===== config.mk =====
export PLATFORM = sky130hd
export DESIGN_NAME = hsv_to_rgb_core
export DESIGN_NICKNAME = d
export VERILOG_FILES = /design/src/rtl/hsv_pkg.sv /design/src/rtl/hsv_to_rgb_core.sv /design/src/rtl/hsv_decode.sv /design/src/rtl/hsv_chroma.sv /design/src/rtl/hsv_scale.sv
export SDC_FILE = /design/constraint.sdc
export NUM_CORES = 2
export LEC_CHECK = 0
export BUFFER_PORTS_ARGS = -buffer_cell sky130_fd_sc_hd__buf_2
export CAP_MARGIN = 20
export CORE_ASPECT_RATIO = 0.8
export CORE_MARGIN = 5
export CORE_UTILIZATION = 25
export DETAILED_ROUTE_END_ITERATION = 12
export PLACE_DENSITY = 0.38
export SLEW_MARGIN = 20
export SYNTH_ARGS = -nofsm -noshare
export SYNTH_HDL_FRONTEND = slang
export SYNTH_SLANG_ARGS = --single-unit

===== constraint.sdc =====
create_clock -name clk -period 10.95 [get_ports clk]
set_input_delay 2.19 -clock clk [delete_from_list [all_inputs] [get_ports clk]]
set_output_delay 2.19 -clock clk [all_outputs]
set_load 0.01 [all_outputs]

===== src/rtl/hsv_pkg.sv =====
package hsv_pkg;

  localparam int HUE_W = 10;
  localparam int PCT_W = 7;
  localparam int SECT_W = 3;
  localparam int WT_W = 6;
  localparam int C_W = 14;
  localparam int SC_W = 20;
  localparam int T_W = 18;
  localparam int RECIP_W = 19;
  localparam int PROD_W = T_W + RECIP_W;
  localparam int CH_W = 8;
  localparam int NUM_CH = 3;

  localparam int HUE_MAX = 360;
  localparam int PCT_MAX = 100;
  localparam int SECTOR_DEG = 60;

  // floor(255 * y / 600000) = floor(((17 * y) >> 6) / 625), and the division by 625
  // is a multiplication by ceil(2^28 / 625) followed by a shift by 28.
  localparam int SCALE_MUL = 17;
  localparam int SCALE_PRE_SHIFT = 6;
  localparam int RECIP_SHIFT = 28;
  localparam logic [RECIP_W-1:0] RECIP = RECIP_W'(429497);

  localparam logic [SECT_W-1:0] SECT_RY = 3'd0;
  localparam logic [SECT_W-1:0] SECT_YG = 3'd1;
  localparam logic [SECT_W-1:0] SECT_GC = 3'd2;
  localparam logic [SECT_W-1:0] SECT_CB = 3'd3;
  localparam logic [SECT_W-1:0] SECT_BM = 3'd4;
  localparam logic [SECT_W-1:0] SECT_MR = 3'd5;

  localparam logic [1:0] PICK_ZERO = 2'd0;
  localparam logic [1:0] PICK_C = 2'd1;
  localparam logic [1:0] PICK_X = 2'd2;

  localparam int CH_RED = 0;
  localparam int CH_GREEN = 1;
  localparam int CH_BLUE = 2;

  typedef logic [NUM_CH-1:0][1:0] pick_set_t;

  typedef struct packed {
    logic              in_range;
    logic [SECT_W-1:0] sector;
    logic [WT_W-1:0]   weight;
    logic [PCT_W-1:0]  sat;
    logic [PCT_W-1:0]  val;
  } dec_t;

  typedef struct packed {
    logic            in_range;
    pick_set_t       picks;
    logic [SC_W-1:0] c60;
    logic [SC_W-1:0] x60;
    logic [SC_W-1:0] m60;
  } mix_t;

  function automatic pick_set_t picks_for(input logic [SECT_W-1:0] sector);
    pick_set_t p;
    p = '{default: PICK_ZERO};
    case (sector)
      SECT_RY: begin
        p[CH_RED] = PICK_C;
        p[CH_GREEN] = PICK_X;
      end
      SECT_YG: begin
        p[CH_RED] = PICK_X;
        p[CH_GREEN] = PICK_C;
      end
      SECT_GC: begin
        p[CH_GREEN] = PICK_C;
        p[CH_BLUE] = PICK_X;
      end
      SECT_CB: begin
        p[CH_GREEN] = PICK_X;
        p[CH_BLUE] = PICK_C;
      end
      SECT_BM: begin
        p[CH_RED] = PICK_X;
        p[CH_BLUE] = PICK_C;
      end
      default: begin
        p[CH_RED] = PICK_C;
        p[CH_BLUE] = PICK_X;
      end
    endcase
    return p;
  endfunction

endpackage


===== src/rtl/hsv_to_rgb_core.sv =====
// HSV to RGB pixel converter. Each request carries a hue in whole degrees (0 to 360,
// two's complement) and saturation and value in percent (0 to 100). The result gives
// 8-bit red, green and blue and an in-range flag on tuser. Each channel is exactly
// floor(255 * (channel + m) / 10000), where chroma S * V and the offset 100 * V - C
// are counted in ten-thousandths. Any operand out of range gives black with the flag
// clear. The pipeline has six register stages. The first stage captures the request
// at the edge that takes it, and the result then passes the chroma, mix, sum, product
// and output registers to m_tdata. One request is taken every clock cycle unless the
// output stalls. A stall on the output freezes every stage at once: s_tready follows
// only the output register's valid bit and m_tready.
module hsv_to_rgb_core (
  input  logic        clk,
  input  logic        rst,
  input  logic        s_tvalid,
  output logic        s_tready,
  input  logic [23:0] s_tdata,   // hue [9:0], saturation [16:10], brightness [23:17]
  output logic        m_tvalid,
  input  logic        m_tready,
  output logic [23:0] m_tdata,   // red [7:0], green [15:8], blue [23:16]
  output logic        m_tuser    // in_range [0]
);
  import hsv_pkg::*;

  logic                        en;
  logic                        dec_valid;
  dec_t                        dec;
  logic                        mix_valid;
  mix_t                        mix;
  logic [NUM_CH-1:0][CH_W-1:0] rgb;

  assign en = !m_tvalid || m_tready;
  assign s_tready = en;

  hsv_decode u_decode (
    .clk        (clk),
    .rst        (rst),
    .en         (en),
    .in_valid   (s_tvalid),
    .hue        (s_tdata[HUE_W-1:0]),
    .saturation (s_tdata[HUE_W +: PCT_W]),
    .brightness (s_tdata[HUE_W + PCT_W +: PCT_W]),
    .out_valid  (dec_valid),
    .dec        (dec)
  );

  hsv_chroma u_chroma (
    .clk       (clk),
    .rst       (rst),
    .en        (en),
    .in_valid  (dec_valid),
    .dec       (dec),
    .out_valid (mix_valid),
    .mix       (mix)
  );

  hsv_scale u_scale (
    .clk       (clk),
    .rst       (rst),
    .en        (en),
    .in_valid  (mix_valid),
    .mix       (mix),
    .out_valid (m_tvalid),
    .in_range  (m_tuser),
    .rgb       (rgb)
  );

  assign m_tdata = rgb;

endmodule


===== src/rtl/hsv_decode.sv =====
module hsv_decode (
  input  logic                                clk,
  input  logic                                rst,
  input  logic                                en,
  input  logic                                in_valid,
  input  logic signed [hsv_pkg::HUE_W-1:0]    hue,
  input  logic        [hsv_pkg::PCT_W-1:0]    saturation,
  input  logic        [hsv_pkg::PCT_W-1:0]    brightness,
  output logic                                out_valid,
  output hsv_pkg::dec_t                       dec
);
  import hsv_pkg::*;

  logic [HUE_W-2:0] hu;
  logic [HUE_W-2:0] base;
  logic [HUE_W-2:0] hm;
  dec_t             dec_next;

  always_comb begin
    hu = hue[HUE_W-2:0];
    dec_next.in_range = !hue[HUE_W-1] && (hu <= (HUE_W-1)'(HUE_MAX)) &&
                        (saturation <= PCT_W'(PCT_MAX)) && (brightness <= PCT_W'(PCT_MAX));
    if (hu < (HUE_W-1)'(SECTOR_DEG)) begin
      dec_next.sector = SECT_RY;
    end else if (hu < (HUE_W-1)'(2 * SECTOR_DEG)) begin
      dec_next.sector = SECT_YG;
    end else if (hu < (HUE_W-1)'(3 * SECTOR_DEG)) begin
      dec_next.sector = SECT_GC;
    end else if (hu < (HUE_W-1)'(4 * SECTOR_DEG)) begin
      dec_next.sector = SECT_CB;
    end else if (hu < (HUE_W-1)'(5 * SECTOR_DEG)) begin
      dec_next.sector = SECT_BM;
    end else begin
      dec_next.sector = SECT_MR;
    end
    if (hu < (HUE_W-1)'(2 * SECTOR_DEG)) begin
      base = '0;
    end else if (hu < (HUE_W-1)'(4 * SECTOR_DEG)) begin
      base = (HUE_W-1)'(2 * SECTOR_DEG);
    end else if (hu < (HUE_W-1)'(HUE_MAX)) begin
      base = (HUE_W-1)'(4 * SECTOR_DEG);
    end else begin
      base = (HUE_W-1)'(HUE_MAX);
    end
    hm = hu - base;
    if (hm < (HUE_W-1)'(SECTOR_DEG)) begin
      dec_next.weight = WT_W'(hm);
    end else begin
      dec_next.weight = WT_W'((HUE_W-1)'(2 * SECTOR_DEG) - hm);
    end
    dec_next.sat = saturation;
    dec_next.val = brightness;
  end

  always_ff @(posedge clk) begin
    if (rst) begin
      out_valid <= 1'b0;
    end else if (en) begin
      out_valid <= in_valid;
    end
  end

  always_ff @(posedge clk) begin
    if (en) begin
      dec <= dec_next;
    end
  end

endmodule


===== src/rtl/hsv_chroma.sv =====
module hsv_chroma (
  input  logic          clk,
  input  logic          rst,
  input  logic          en,
  input  logic          in_valid,
  input  hsv_pkg::dec_t dec,
  output logic          out_valid,
  output hsv_pkg::mix_t mix
);
  import hsv_pkg::*;

  logic              valid2;
  logic              in_range2;
  logic [SECT_W-1:0] sector2;
  logic [WT_W-1:0]   weight2;
  logic [C_W-1:0]    chroma2;
  logic [C_W-1:0]    hundred_v2;
  mix_t              mix_next;

  always_ff @(posedge clk) begin
    if (rst) begin
      valid2 <= 1'b0;
      out_valid <= 1'b0;
    end else if (en) begin
      valid2 <= in_valid;
      out_valid <= valid2;
    end
  end

  always_ff @(posedge clk) begin
    if (en) begin
      in_range2 <= dec.in_range;
      sector2 <= dec.sector;
      weight2 <= dec.weight;
      chroma2 <= C_W'(dec.sat) * C_W'(dec.val);
      hundred_v2 <= C_W'(dec.val) * C_W'(PCT_MAX);
    end
  end

  always_comb begin
    mix_next.in_range = in_range2;
    mix_next.picks = picks_for(sector2);
    mix_next.c60 = SC_W'(chroma2) * SC_W'(SECTOR_DEG);
    mix_next.x60 = SC_W'(chroma2) * SC_W'(weight2);
    mix_next.m60 = SC_W'(hundred_v2 - chroma2) * SC_W'(SECTOR_DEG);
  end

  always_ff @(posedge clk) begin
    if (en) begin
      mix <= mix_next;
    end
  end

endmodule


===== src/rtl/hsv_scale.sv =====
module hsv_scale (
  input  logic                                                    clk,
  input  logic                                                    rst,
  input  logic                                                    en,
  input  logic                                                    in_valid,
  input  hsv_pkg::mix_t                                           mix,
  output logic                                                    out_valid,
  output logic                                                    in_range,
  output logic [hsv_pkg::NUM_CH-1:0][hsv_pkg::CH_W-1:0]           rgb
);
  import hsv_pkg::*;

  logic                             valid4;
  logic                             valid5;
  logic                             range4;
  logic                             range5;
  logic [NUM_CH-1:0][SC_W-1:0]      sum_next;
  logic [NUM_CH-1:0][SC_W-1:0]      sum;
  logic [NUM_CH-1:0][T_W-1:0]       pre;
  logic [NUM_CH-1:0][PROD_W-1:0]    prod;

  always_comb begin
    for (int i = 0; i < NUM_CH; i++) begin
      case (mix.picks[i])
        PICK_C:  sum_next[i] = mix.c60 + mix.m60;
        PICK_X:  sum_next[i] = mix.x60 + mix.m60;
        default: sum_next[i] = mix.m60;
      endcase
      if (!mix.in_range) begin
        sum_next[i] = '0;
      end
      pre[i] = T_W'(((SC_W + 5)'(sum[i]) * (SC_W + 5)'(SCALE_MUL)) >> SCALE_PRE_SHIFT);
    end
  end

  always_ff @(posedge clk) begin
    if (rst) begin
      valid4 <= 1'b0;
      valid5 <= 1'b0;
      out_valid <= 1'b0;
    end else if (en) begin
      valid4 <= in_valid;
      valid5 <= valid4;
      out_valid <= valid5;
    end
  end

  always_ff @(posedge clk) begin
    if (en) begin
      range4 <= mix.in_range;
      range5 <= range4;
      in_range <= range5;
      for (int i = 0; i < NUM_CH; i++) begin
        sum[i] <= sum_next[i];
        prod[i] <= PROD_W'(pre[i]) * PROD_W'(RECIP);
        rgb[i] <= prod[i][RECIP_SHIFT +: CH_W];
      end
    end
  end

endmodule


==> flow_metrics.py <==
metrics = {
    "clock_network": {
        "cts_setup_buffers": 0,
        "clockRootBuffer": "clkbuf_16",
        "cts_tree": "yes",
        "cts_max_path_buffers": 3,
        "holdBufCountCts": 0,
        "clk_pin_slew_ns": 0.06,
        "clock_latency_ns": 0.60,
        "htreeDepth": 2,
        "cts_resized": 0,
        "cts-buffers-inserted": 35,
        "cts.sinks": 239,
    },
    "layout": {
        "utilization_pct": 27.8,
        "drive_gt1_share_pct": 4.40,
        "seq_area_mm2": 0.00712,
        "nets": 4945,
        "multi_input_area_mm2": 0.0272,
        "fillCellCount": 15849,
        "area_delta_synth_final_pct": 10.5,
        "instances_no_fill": 5725,
        "final_cell_mix": "835 x inv_1, 703 x ha_1, 515 x fa_1",
        "final_common_cell": "inv_1",
    },
    "critical_path": {
        "worst-r2r-cell-count": 33,
        "worst_path_max_delay_cell": "a211oi_1",
        "cp.required_ns": 11.27,
        "crit_path_start": "u_scale.sum[26]$_SDFFCE_PN0P_",
        "end_kind": "flop",
        "timing.rr.end": "u_scale.prod[72]$_DFFE_PP_",
        "cp.arrival_ns": 9.42,
        "cp_max_fo": 4,
        "worst_setup_path_endpoint": "u_scale.prod[72]$_DFFE_PP_",
        "cpMostUsedCell": "inv_1",
        "setup.worst_path.class": "reg2reg",
        "reg2reg_slack_ns": 1.85,
        "cp-start-kind": "flop",
        "r2r_start": "u_scale.sum[26]$_SDFFCE_PN0P_",
        "cp_slowest_stage_delay_ns": 0.57,
    },
    "logic_synthesis": {
        "yosysWarnings": 0,
        "ys_types": 72,
        "ys_top_cells_by_area": "fa_1 27%, ha_1 23%, edfxtp_1 19%",
        "synth_nets": 4871,
        "synth-main-ff-cell": "edfxtp_1",
        "yosys.area.top_type": "fa_1",
        "syn_inst": 3625,
        "synth.avg_cell_area_um2": 10.4,
        "synth_seq_area_share_pct": 18.9,
        "ys_seq_elements": 239,
        "syn_area_mm2": 0.0376,
        "async_reset_ff_share_pct": 0,
        "synth-edff-count": 233,
        "yosysTopAreaCellShare_pct": 27.4,
    },
    "routing": {
        "routed_wirelength_um": 93500,
        "drc": 0,
        "wire_per_inst_um": 16.3,
        "vias": 24214,
        "ant_nets": 0,
        "drt_iter0_drc": 1000,
        "vias_per_cell": 4.23,
        "drtPass1Iterations": 5,
    },
    "status": {
        "status": "finished, final reports clean",
    },
    "sta": {
        "fin_tns_setup_ns": 0,
        "hold_violations": 0,
        "fin_skew_ns": 0.0283,
        "max_freq_mhz": 110,
        "fin_crit_sh_pct": 83.1,
        "final_max_slew_viol_count": 0,
        "relSlewSlack_pct": 28.6,
        "rsz0062_at_grt": "no",
        "setup_violations": 0,
        "min_period_ns": 9.10,
        "hold_slack_ns": 0.417,
        "tightestPinTransition_ns": 1.06,
    },
    "die": {
        "chipHeight_um": 357,
        "ios": 55,
        "die_area_mm2": 0.158,
        "die_w_um": 444,
        "initial_utilization_pct": 25.1,
        "num_rows": 127,
        "core-area_mm2": 0.150,
    },
    "place": {
        "dpl.hpwl_um": 79000,
        "dp.cells": 5661,
        "gp_congestion": 0.806,
        "io_buffers": 54,
    },
    "global_route": {
        "first_global_vias": 26043,
        "grt_use_total_pct": 12.1,
        "grt_pass1_wl_um": 152000,
        "grt_antenna_before_repair": 5,
        "grt_start_max_net_pins": 145,
        "gr-total-overflow": 0,
    },
    "worst_hold_path": {
        "worst_hold_path_type": "reg2reg",
    },
    "flow_run": {
        "drv_cap": 0,
    },
}
-- Yosys cell counts, types with 9 or more instances --
library cell	n
edfxtp_1	233
fa_1	515
a21o_1	54
a21oi_1	143
o21a_1	23
o21bai_1	31
nor3_1	36
o211ai_1	13
a211oi_1	13
nor2b_1	26
inv_1	835
ha_1	703
and3_1	25
xor2_1	62
a221oi_1	25
and2_1	58
a221o_1	22
nand2b_1	16
nand4_1	11
o21ai_0	87
nand2_1	173
nand3_1	52
o31ai_1	9
mux2i_1	9
xnor2_1	139
clkbuf_1	39
o211a_1	19
or3_1	13
nor2_1	119
-- cell type report --
cell class              instances  area share [%]
clock buffers                  39            2.14
flip-flops and latches        239            17.1
repair buffers                 81            1.17
multi-input cells            2507            65.5
clock inverters                24           0.562
diodes                          1         0.00601
inverters                     835            7.53
well taps                    1999            6.01
-- state kept, by name (all words and copies together) (netlist names), 3 cells and up --
signal               cells
u_decode.dec            24
u_scale.sum             60
u_chroma.chroma2        14
u_scale.rgb             24
u_chroma.hundred_v2     12
u_chroma.mix            62
u_chroma.weight2         6
u_chroma.sector2         3
u_scale.prod            24
-- cells by family after synthesis --
| family | synth area share (%) |
|---|---|
| AOI/OAI and AO/OA | 9.52 |
| xor gates and xnor gates | 4.72 |
| adders and majority gates | 50.8 |
| buffers and inverters | 8.77 |
| DFF | 18.9 |
| muxes | 0.299 |
| and+or+nand+nor | 7.02 |
-- routing by layer --
metal | part of all wire [%] | wire, µm | track usage [%] | vias to the layer above
li1 | - | - | - | 12110
met1 | 53 | 49800 | 18.3 | 11756
met2 | 42 | 38900 | 18.4 | 268
met3 | 3.5 | 3290 | 1.77 | 76
met4 | 1.6 | 1530 | 2.22 | 4
met5 | 0.034 | 32 | 0 | -
-- how the worst min path moves through the flow --
stage / start / end / slack, ns / cells past startpoint
finish: u_scale.prod[28]$_DFFE_PP_ / u_scale.rgb[0]$_DFFE_PP_ / 0.42 / 0
global route: u_scale.prod[33]$_DFFE_PP_ / u_scale.rgb[5]$_DFFE_PP_ / 0.42 / 0
CTS: u_scale.prod[28]$_DFFE_PP_ / u_scale.rgb[0]$_DFFE_PP_ / 0.42 / 0
detailed placement: u_decode.dec[23]$_DFFE_PP_ / u_chroma.in_range2$_DFFE_PP_ / 0.40 / 0
global placement: u_scale.prod[29]$_DFFE_PP_ / u_scale.rgb[1]$_DFFE_PP_ / 0.40 / 0
floorplan: u_decode.dec[23]$_DFFE_PP_ / u_chroma.in_range2$_DFFE_PP_ / 0.40 / 0
-- per-stage QoR --
step	area [µm²]	setup slack [ns]
after floorplan	37600	2.81
after global placement	40500	1.69
after detailed placement	40500	1.72
after CTS	41600	1.63
after global routing	41600	1.03
final	41600	1.85
-- worst max-delay path: cells and delay by family, from the launching register on --
family / cells / cell delay, ns
AO/OA/AOI/OAI: 13 / 3.21
XOR/XNOR: 2 / 0.31
adder cells (fa/ha/maj): 10 / 4.24
buffers and inverters: 6 / 0.42
flip-flops: 1 / 0.39
AND/OR/NAND/NOR: 2 / 0.24
Power is not shown: default switching activity piles up to over one toggle a cycle in this logic, so the estimate is an artifact.
